`src/hdl/preemptive_coprocessor_task_scheduler_assert.svh`:
```
// Assertion macros for the task scheduler.
// PCTS_ASSERT_IMP: antecedent implies consequent in the same cycle.
// PCTS_ASSERT_NEXT: antecedent implies consequent in the next cycle.
`ifndef PREEMPTIVE_COPROCESSOR_TASK_SCHEDULER_ASSERT_SVH
`define PREEMPTIVE_COPROCESSOR_TASK_SCHEDULER_ASSERT_SVH
`ifndef SYNTHESIS
`define PCTS_ASSERT_IMP(lbl, ante, cons) \
   lbl: assert property (@(posedge clock) disable iff (reset) (ante) |-> (cons)) \
      else $error("scheduler assertion failed");
`define PCTS_ASSERT_NEXT(lbl, ante, cons) \
   lbl: assert property (@(posedge clock) disable iff (reset) (ante) |=> (cons)) \
      else $error("scheduler assertion failed");
`else
`define PCTS_ASSERT_IMP(lbl, ante, cons)
`define PCTS_ASSERT_NEXT(lbl, ante, cons)
`endif
`endif

```
`src/hdl/pcts_pkg.sv`:
```
package pcts_pkg;

   // event codes
   localparam logic [1:0] OP_GFX_SUBMIT   = 2'd0;
   localparam logic [1:0] OP_AUDIO_SUBMIT = 2'd1;
   localparam logic [1:0] OP_TASK_DONE    = 2'd2;

   // action codes
   localparam logic [1:0] ACT_START      = 2'd0;
   localparam logic [1:0] ACT_YIELD      = 2'd1;
   localparam logic [1:0] ACT_AUDIO_DONE = 2'd2;
   localparam logic [1:0] ACT_GFX_DONE   = 2'd3;

   localparam int OP_BITS     = 2;
   localparam int GRACE_BITS  = 5;
   localparam int ACT_BITS    = 2;
   localparam int MAX_ACTIONS = 3;
   localparam int QUEUE_DEPTH = 2;

   localparam logic [GRACE_BITS-1:0] AUDIO_MIN_GRACE = 5'd5;

   typedef logic [ACT_BITS-1:0] action_type;

   typedef struct packed {
      logic graphics_running;
      logic audio_running;
      logic graphics_deferred;
      logic yield_requested;
      logic graphics_resume;
   } sched_flags_type;

endpackage

```
`src/hdl/pcts_decode.sv`:
```
module pcts_decode #(
   parameter int TASK_ID_BITS = 8
) (
   input  pcts_pkg::sched_flags_type      flags,
   input  logic [TASK_ID_BITS-1:0]        gfx_handle,
   input  logic [TASK_ID_BITS-1:0]        aud_handle,
   input  logic [pcts_pkg::OP_BITS-1:0]   operation,
   input  logic [TASK_ID_BITS-1:0]        task_id,
   input  logic                           shutdown,
   input  logic [pcts_pkg::GRACE_BITS-1:0] grace_count,
   input  logic                           was_yielded,
   output pcts_pkg::sched_flags_type      flags_next,
   output logic [TASK_ID_BITS-1:0]        gfx_handle_next,
   output logic [TASK_ID_BITS-1:0]        aud_handle_next,
   output logic [1:0]                     act_count,
   output pcts_pkg::action_type           act_code [pcts_pkg::MAX_ACTIONS],
   output logic [TASK_ID_BITS-1:0]        act_task [pcts_pkg::MAX_ACTIONS]
);

   always_comb begin
      flags_next      = flags;
      gfx_handle_next = gfx_handle;
      aud_handle_next = aud_handle;
      act_count       = 2'd0;
      act_code        = '{default: pcts_pkg::ACT_START};
      act_task        = '{default: '0};
      unique case (operation)
         pcts_pkg::OP_GFX_SUBMIT: begin
            if (!shutdown) begin
               gfx_handle_next = task_id;
               if (flags.audio_running) begin
                  flags_next.graphics_deferred = 1'b1;
               end else begin
                  flags_next.graphics_running = 1'b1;
                  act_code[0] = pcts_pkg::ACT_START;
                  act_task[0] = task_id;
                  act_count   = 2'd1;
               end
            end
         end
         pcts_pkg::OP_AUDIO_SUBMIT: begin
            if (grace_count >= pcts_pkg::AUDIO_MIN_GRACE) begin
               aud_handle_next = task_id;
               if (flags.graphics_running) begin
                  flags_next.yield_requested = 1'b1;
                  act_code[0] = pcts_pkg::ACT_YIELD;
               end else begin
                  flags_next.audio_running = 1'b1;
                  act_code[0] = pcts_pkg::ACT_START;
                  act_task[0] = task_id;
               end
               act_count = 2'd1;
            end
         end
         pcts_pkg::OP_TASK_DONE: begin
            if (flags.audio_running) begin
               flags_next.audio_running = 1'b0;
               // deferred start first, then resume, then audio done
               if (flags.graphics_deferred) begin
                  flags_next.graphics_deferred = 1'b0;
                  if (!shutdown) begin
                     flags_next.graphics_running = 1'b1;
                     act_code[act_count] = pcts_pkg::ACT_START;
                     act_task[act_count] = gfx_handle;
                     act_count           = act_count + 2'd1;
                  end
               end
               if (flags.graphics_resume) begin
                  flags_next.graphics_resume  = 1'b0;
                  flags_next.graphics_running = 1'b1;
                  act_code[act_count] = pcts_pkg::ACT_START;
                  act_task[act_count] = gfx_handle;
                  act_count           = act_count + 2'd1;
               end
               act_code[act_count] = pcts_pkg::ACT_AUDIO_DONE;
               act_count           = act_count + 2'd1;
            end else if (flags.graphics_running) begin
               flags_next.graphics_running = 1'b0;
               if (flags.yield_requested) begin
                  flags_next.yield_requested = 1'b0;
                  flags_next.audio_running   = 1'b1;
                  act_code[0] = pcts_pkg::ACT_START;
                  act_task[0] = aud_handle;
                  act_count   = 2'd1;
                  if (was_yielded) begin
                     flags_next.graphics_resume = 1'b1;
                  end
               end
               if (!(flags.yield_requested && was_yielded)) begin
                  act_code[act_count] = pcts_pkg::ACT_GFX_DONE;
                  act_count           = act_count + 2'd1;
               end
            end
         end
         default: begin
         end
      endcase
   end

endmodule

```
`src/hdl/preemptive_coprocessor_task_scheduler.sv`:
```
// Channel  Dir  Handshake      Payload
// req      in   tvalid/tready  req_tdata: operation, task_id, shutdown, grace_count, was_yielded
// rsp      out  tvalid/tready  rsp_tdata: action, action_task; rsp_tlast: last
//
// An event is taken on a req handshake; its state update and its zero to three actions are
// settled by one pass of decode logic, and events with actions enter an event queue two
// entries deep. Actions leave one per beat; the first, if the queue was empty, appears the
// cycle after the event is taken. An event with k actions holds the result port for k beats,
// so while rsp_tready stays high the sustained rate is one event per cycle for single-action events.
// req_tready drops only while both queue entries are occupied.
// Synchronous active-high reset clears the scheduler flags and empties the queue.
module preemptive_coprocessor_task_scheduler #(
   parameter int TASK_ID_BITS = 8,
   localparam int REQ_RAW  = pcts_pkg::OP_BITS + TASK_ID_BITS + 1 + pcts_pkg::GRACE_BITS + 1,
   localparam int REQ_BITS = ((REQ_RAW + 7) / 8) * 8,
   localparam int RSP_RAW  = pcts_pkg::ACT_BITS + TASK_ID_BITS,
   localparam int RSP_BITS = ((RSP_RAW + 7) / 8) * 8
) (
   input  logic                 clock,
   input  logic                 reset,
   input  logic                 req_tvalid,
   output logic                 req_tready,
   // [1:0] operation, [TASK_ID_BITS+1:2] task_id, then shutdown, grace_count,
   // was_yielded, zero padding to whole bytes
   input  logic [REQ_BITS-1:0]  req_tdata,
   output logic                 rsp_tvalid,
   input  logic                 rsp_tready,
   // [1:0] action, [TASK_ID_BITS+1:2] action_task, zero padding to whole bytes
   output logic [RSP_BITS-1:0]  rsp_tdata,
   output logic                 rsp_tlast
);

   localparam int TASK_LO  = pcts_pkg::OP_BITS;
   localparam int SHUT_POS = TASK_LO + TASK_ID_BITS;
   localparam int GRACE_LO = SHUT_POS + 1;
   localparam int YLD_POS  = GRACE_LO + pcts_pkg::GRACE_BITS;

   // unpack the request beat
   logic [pcts_pkg::OP_BITS-1:0]    req_operation;
   logic [TASK_ID_BITS-1:0]         req_task_id;
   logic                            req_shutdown;
   logic [pcts_pkg::GRACE_BITS-1:0] req_grace_count;
   logic                            req_was_yielded;

   assign req_operation   = req_tdata[pcts_pkg::OP_BITS-1:0];
   assign req_task_id     = req_tdata[SHUT_POS-1:TASK_LO];
   assign req_shutdown    = req_tdata[SHUT_POS];
   assign req_grace_count = req_tdata[YLD_POS-1:GRACE_LO];
   assign req_was_yielded = req_tdata[YLD_POS];

   // scheduler state
   pcts_pkg::sched_flags_type flags_ff, flags_in;
   logic [TASK_ID_BITS-1:0]   gfx_handle_ff, gfx_handle_in;
   logic [TASK_ID_BITS-1:0]   aud_handle_ff, aud_handle_in;

   logic [1:0]                dec_count;
   pcts_pkg::action_type      dec_code [pcts_pkg::MAX_ACTIONS];
   logic [TASK_ID_BITS-1:0]   dec_task [pcts_pkg::MAX_ACTIONS];

   pcts_decode #(
      .TASK_ID_BITS (TASK_ID_BITS)
   ) u_decode (
      .flags           (flags_ff),
      .gfx_handle      (gfx_handle_ff),
      .aud_handle      (aud_handle_ff),
      .operation       (req_operation),
      .task_id         (req_task_id),
      .shutdown        (req_shutdown),
      .grace_count     (req_grace_count),
      .was_yielded     (req_was_yielded),
      .flags_next      (flags_in),
      .gfx_handle_next (gfx_handle_in),
      .aud_handle_next (aud_handle_in),
      .act_count       (dec_count),
      .act_code        (dec_code),
      .act_task        (dec_task)
   );

   // event queue: each entry holds one event's whole action list
   pcts_pkg::action_type    q_code_ff  [pcts_pkg::QUEUE_DEPTH][pcts_pkg::MAX_ACTIONS];
   logic [TASK_ID_BITS-1:0] q_task_ff  [pcts_pkg::QUEUE_DEPTH][pcts_pkg::MAX_ACTIONS];
   logic [1:0]              q_count_ff [pcts_pkg::QUEUE_DEPTH];

   logic       head_ff, head_in;
   logic       tail_ff, tail_in;
   logic [1:0] fill_ff, fill_in;
   logic [1:0] beat_ff, beat_in;

   logic req_fire, push, rsp_fire, rsp_last, pop;
   logic gfx_pending;

   assign req_tready = (fill_ff != 2'd2);
   assign req_fire   = req_tvalid && req_tready;
   // events that emit nothing never enter the queue
   assign push       = req_fire && (dec_count != 2'd0);

   assign rsp_tvalid = (fill_ff != 2'd0);
   assign rsp_last   = (beat_ff == (q_count_ff[head_ff] - 2'd1));
   assign rsp_fire   = rsp_tvalid && rsp_tready;
   assign pop        = rsp_fire && rsp_last;

   assign rsp_tdata  = RSP_BITS'({q_task_ff[head_ff][beat_ff], q_code_ff[head_ff][beat_ff]});
   assign rsp_tlast  = rsp_last;

   assign gfx_pending = flags_ff.graphics_deferred || flags_ff.graphics_resume;

   always_comb begin
      head_in = head_ff;
      tail_in = tail_ff;
      fill_in = fill_ff;
      beat_in = beat_ff;
      // advance within the head event, drop it after its last beat
      if (rsp_fire) begin
         if (rsp_last) begin
            beat_in = 2'd0;
            head_in = ~head_ff;
         end else begin
            beat_in = beat_ff + 2'd1;
         end
      end
      if (push) begin
         tail_in = ~tail_ff;
      end
      unique case ({push, pop})
         2'b10:   fill_in = fill_ff + 2'd1;
         2'b01:   fill_in = fill_ff - 2'd1;
         default: fill_in = fill_ff;
      endcase
   end

   always_ff @(posedge clock) begin
      if (reset) begin
         flags_ff <= '0;
         head_ff  <= 1'b0;
         tail_ff  <= 1'b0;
         fill_ff  <= 2'd0;
         beat_ff  <= 2'd0;
      end else begin
         if (req_fire) begin
            flags_ff <= flags_in;
         end
         head_ff <= head_in;
         tail_ff <= tail_in;
         fill_ff <= fill_in;
         beat_ff <= beat_in;
      end
   end

   // payload: handles and queue contents carry no reset
   always_ff @(posedge clock) begin
      if (req_fire) begin
         gfx_handle_ff <= gfx_handle_in;
         aud_handle_ff <= aud_handle_in;
      end
      if (push) begin
         q_count_ff[tail_ff] <= dec_count;
         q_code_ff[tail_ff]  <= dec_code;
         q_task_ff[tail_ff]  <= dec_task;
      end
   end

`include "preemptive_coprocessor_task_scheduler_assert.svh"

   // the coprocessor never runs both classes at once
`PCTS_ASSERT_IMP(a_one_class, 1'b1, !(flags_ff.graphics_running && flags_ff.audio_running))
   // deferred or resumed graphics only exists under a running audio task
`PCTS_ASSERT_IMP(a_pending_under_audio, gfx_pending, flags_ff.audio_running)
   // beat index stays inside the head event's action list
`PCTS_ASSERT_IMP(a_beat_in_event, rsp_tvalid, beat_ff < q_count_ff[head_ff])
   // after a push the result port is valid in the next cycle
`PCTS_ASSERT_NEXT(a_push_visible, push, rsp_tvalid)

endmodule
```
`config.mk`:
```
export PLATFORM = sky130hd
export DESIGN_NAME = preemptive_coprocessor_task_scheduler
export DESIGN_NICKNAME = d
export VERILOG_FILES = /design/src/hdl/pcts_pkg.sv /design/src/hdl/pcts_decode.sv /design/src/hdl/preemptive_coprocessor_task_scheduler.sv
export VERILOG_INCLUDE_DIRS = /design/src /design/src/hdl
export SDC_FILE = /design/constraint.sdc
export NUM_CORES = 1
export LEC_CHECK = 0
export BUFFER_PORTS_ARGS = -buffer_cell sky130_fd_sc_hd__buf_2
export CAP_MARGIN = 0
export CORE_UTILIZATION = 40
export DETAILED_ROUTE_END_ITERATION = 8
export MAX_ROUTING_LAYER = met4
export RECOVER_POWER = 25
export SLEW_MARGIN = 20
export SYNTH_ARGS = -nofsm -noshare
export SYNTH_HDL_FRONTEND = slang
export SYNTH_SLANG_ARGS = --single-unit
```
`constraint.sdc`:
```
create_clock -name clock -period 4.29 [get_ports clock]
set_input_delay 0.858 -clock clock [delete_from_list [all_inputs] [get_ports clock]]
set_output_delay 0.858 -clock clock [all_outputs]
set_load 0.1 [all_outputs]
```
==> run metrics <==
clock-pin slew of the registers on the worst-case setup and hold paths=0.08 ns; H-tree levels=3; vias in the first global route=1998; final count of hold timing violations=0; Setup-failing EPs final=0; number of antenna violations at the first check in global routing=0; arrival time worst endpoint=2.35 ns; most common cell after layout, fill and taps aside=sky130_fd_sc_hd__edfxtp_1; average wire length per cell after detail routing=between 15 and 20 um; Residual DRC=0; number of optimization iterations in the first detailed-route pass=4; number of different library cells in the post-synthesis netlist=48; Synthesis Warnings=0; post-synth top area cell=sky130_fd_sc_hd__edfxtp_1; count of hold-fix buffers inserted at cts=0; max-cap violation count=0; number of enable-type register cells in the synthesized netlist=62; Num CTS Buffers=9; fin area=0.00400 mm^2; required time of the critical path=3.43 ns; count of nets left with antenna violations after detail routing=0; Internal Dissipation=0.00113 W; first-pass GRT wire length=just over 10 mm; Rows=34; drt initial violations=about 160; run status=finished, final reports clean; most area-consuming cells after synthesis=sky130_fd_sc_hd__edfxtp_1, sky130_fd_sc_hd__dfxtp_1, sky130_fd_sc_hd__mux4_2; width of the die=96.3 um; largest voltage drop on the vdd net=0.160 mV; # placed instances=405; number of fill cells=842; count of input and output buffers=33; post-synthesis instance total=approximately 270; post-synthesis average cell area=13.1 um^2; clk sink count=74; Fin Clk Skew=0.00826 ns; Placed Area=0.00382 mm^2; period utilization=between 70% and 80%; area share of the largest cell type after synthesis=52.4%; effective utilization at floorplan=40.9%; unrepaired setup endpoints after global routing=no; placer congestion estimate=0.838; nets@finish=around 340; clock tree from TritonCTS=yes; final number of max-transition violations=0; Clk Tree Root Cell=sky130_fd_sc_hd__clkbuf_8; Setup crit start kind=flip-flop; Rel. slew slack=about a third; die height=~96 um; HPWL Detailed=approximately 4.6 mm; kind of critical path=flip-flop to output pin; Layout area overhead=12.6%; type of destination of the critical path=output pin; number of cells upsized or downsized after cts=0; fin cells=421; total track usage=15.5%; vias per std cell=roughly 5.2; portion of total power attributed to combinational logic=about an eighth; Total Die Area=around 0.0093 mm^2; number of diodes added for antenna fixing=0; switching power share of the total=28.8%; sequential share of power=51.5%; most used flip-flop cell after synthesis=sky130_fd_sc_hd__edfxtp_1; transition time at the pin with the least slew margin=1.01 ns; power density over cell area=roughly 400 mW/mm^2; total length of routed wires=6.52 mm; largest buffer count on any clock path=2; fraction of final layout cells with drive strength greater than 1=19.8%; post-CTS setup repair buffer count=0; Clk Latency, worst-skew pair=between 0.3 and 0.4 ns; register bit total from synthesis=74; top library cells by usage in the layout, fill and taps aside=sky130_fd_sc_hd__edfxtp_1, sky130_fd_sc_hd__buf_2, sky130_fd_sc_hd__o21ai_0, sky130_fd_sc_hd__and2_1, sky130_fd_sc_hd__nor2b_1; via count=about 2200; power share of the clock group=35.3%; standby leakage power=roughly 1.6 nW; remaining global-route overflow=0; switching power=0.000456 W; fraction of synthesis flops using an asynchronous set or reset pin=0%; # IOs=47; sequential cell area fraction in the yosys report=59.2%; Max Fanout on Critical Path=9; achievable clock frequency=0.311 GHz; area of the placeable core=0.00868 mm^2; Hold/Removal Path Class=flip-flop to flip-flop; Synth Cell Area=around 0.0036 mm^2; Tmin final=3.21 ns; post-route setup TNS=0 ns; largest net degree at the start of global routing=24
## cell type report
| class | instances | area [um^2] | area share, % |
|---|---|---|---|
| Clock inverter | 7 | 83.8 | 2.09 |
| Tap cell | 108 | 135 | 3.38 |
| Inverter | 9 | 33.8 | 0.844 |
| Clock buffer | 9 | 124 | 3.09 |
| Multi-Input combinational cell | 175 | 1330 | 33.1 |
| Timing Repair Buffer | 39 | 198 | 4.94 |
| Sequential cell | 74 | 2100 | 52.5 |
## stage by stage
| step | power [W] | hold WS, ns | utilization, % | setup WS [ns] |
|---|---|---|---|---|
| after CTS | 0.00160 | 0.546 | 46.4 | 0.961 |
| after detailed placement | 0.00104 | 0.532 | 44.0 | 0.969 |
| after floorplan | 0.00100 | 0.489 | - | 0.815 |
| final | 0.00158 | 0.544 | 46.1 | 1.08 |
| after global placement | 0.00104 | 0.509 | 44.0 | 0.991 |
| after global routing | 0.00165 | 0.571 | 46.1 | 0.898 |
## synth_stat cells, types with 2 or more instances
library cell                n
sky130_fd_sc_hd__o211a_1    8
sky130_fd_sc_hd__or3_1      3
sky130_fd_sc_hd__nor2_1    12
sky130_fd_sc_hd__mux2_1     2
sky130_fd_sc_hd__edfxtp_1  62
sky130_fd_sc_hd__buf_4      7
sky130_fd_sc_hd__inv_1      8
sky130_fd_sc_hd__nor2b_1   15
sky130_fd_sc_hd__dfxtp_1   12
sky130_fd_sc_hd__ha_1       8
sky130_fd_sc_hd__buf_2      3
sky130_fd_sc_hd__o21a_1     2
sky130_fd_sc_hd__xor2_1     2
sky130_fd_sc_hd__a21oi_1   14
sky130_fd_sc_hd__and3_1     2
sky130_fd_sc_hd__mux4_2    10
sky130_fd_sc_hd__mux2i_1    3
sky130_fd_sc_hd__nand2b_1   4
sky130_fd_sc_hd__a211oi_1   3
sky130_fd_sc_hd__a21o_1     2
sky130_fd_sc_hd__a311oi_1   5
sky130_fd_sc_hd__and3b_1    2
sky130_fd_sc_hd__nand2_1    6
sky130_fd_sc_hd__nand3_1    6
sky130_fd_sc_hd__and2_1    17
sky130_fd_sc_hd__or2_2      2
sky130_fd_sc_hd__clkbuf_1   9
sky130_fd_sc_hd__mux2_2     2
sky130_fd_sc_hd__o21ai_0   22
## final timing paths
check                                  to  slack (ns)  cells past startpoint                     start
hold / removal    fill_ff[1]$_SDFFE_PP0P_        0.54                      2   fill_ff[1]$_SDFFE_PP0P_
hold reg to reg   fill_ff[1]$_SDFFE_PP0P_        0.54                      2   fill_ff[1]$_SDFFE_PP0P_
setup reg to reg  fill_ff[1]$_SDFFE_PP0P_        1.45                      9  flags_ff[0]$_SDFFE_PP0P_
setup / recovery             rsp_tdata[1]        1.08                      4                 flip-flop
## kinds of logic after synthesis
logic type	share of synthesized area, %
other cells	0.106
fa+ha+maj	2.82
simple gates	12.4
flops	59.2
buf+inv	3.80
mux	8.84
xor+xnor	1.20
compound gates	11.7
## per-layer routing
metal / share of wire (%) / track usage, %
met2: 46 / 22.5
met3: 4.3 / 2.45
met4: 1.7 / 7.34
met5: 0 / -
met1: 48 / 21.3
## sequential cells by signal (all words and copies together), names as in the netlist, named ones only
register and cells:
aud_handle_ff 8, beat_ff 2, fill_ff 2, flags_ff 5, gfx_handle_ff 8, head_ff 1
q_code_ff 10, q_count_ff 4, q_task_ff 32, tail_ff 1
## worst max-delay path: stages, from the launching register on
cell and delay [ns]:
sky130_fd_sc_hd__dfxtp_1 0.68, sky130_fd_sc_hd__buf_4 0.27, sky130_fd_sc_hd__mux4_2 0.50, sky130_fd_sc_hd__mux2_2 0.27, sky130_fd_sc_hd__buf_2 0.29
## power by group through the flow
stage,sequential (W),combinational (W),clock [W]
5_1_grt,0.000819,0.000224,0.000605
2_1_floorplan,0.000820,0.000182,0
3_5_place_dp,0.000832,0.000213,0
4_1_cts,0.000816,0.000214,0.000575
3_3_place_gp,0.000831,0.000211,0
6_report,0.000815,0.000210,0.000559
Power figures use the tool's default switching activity.
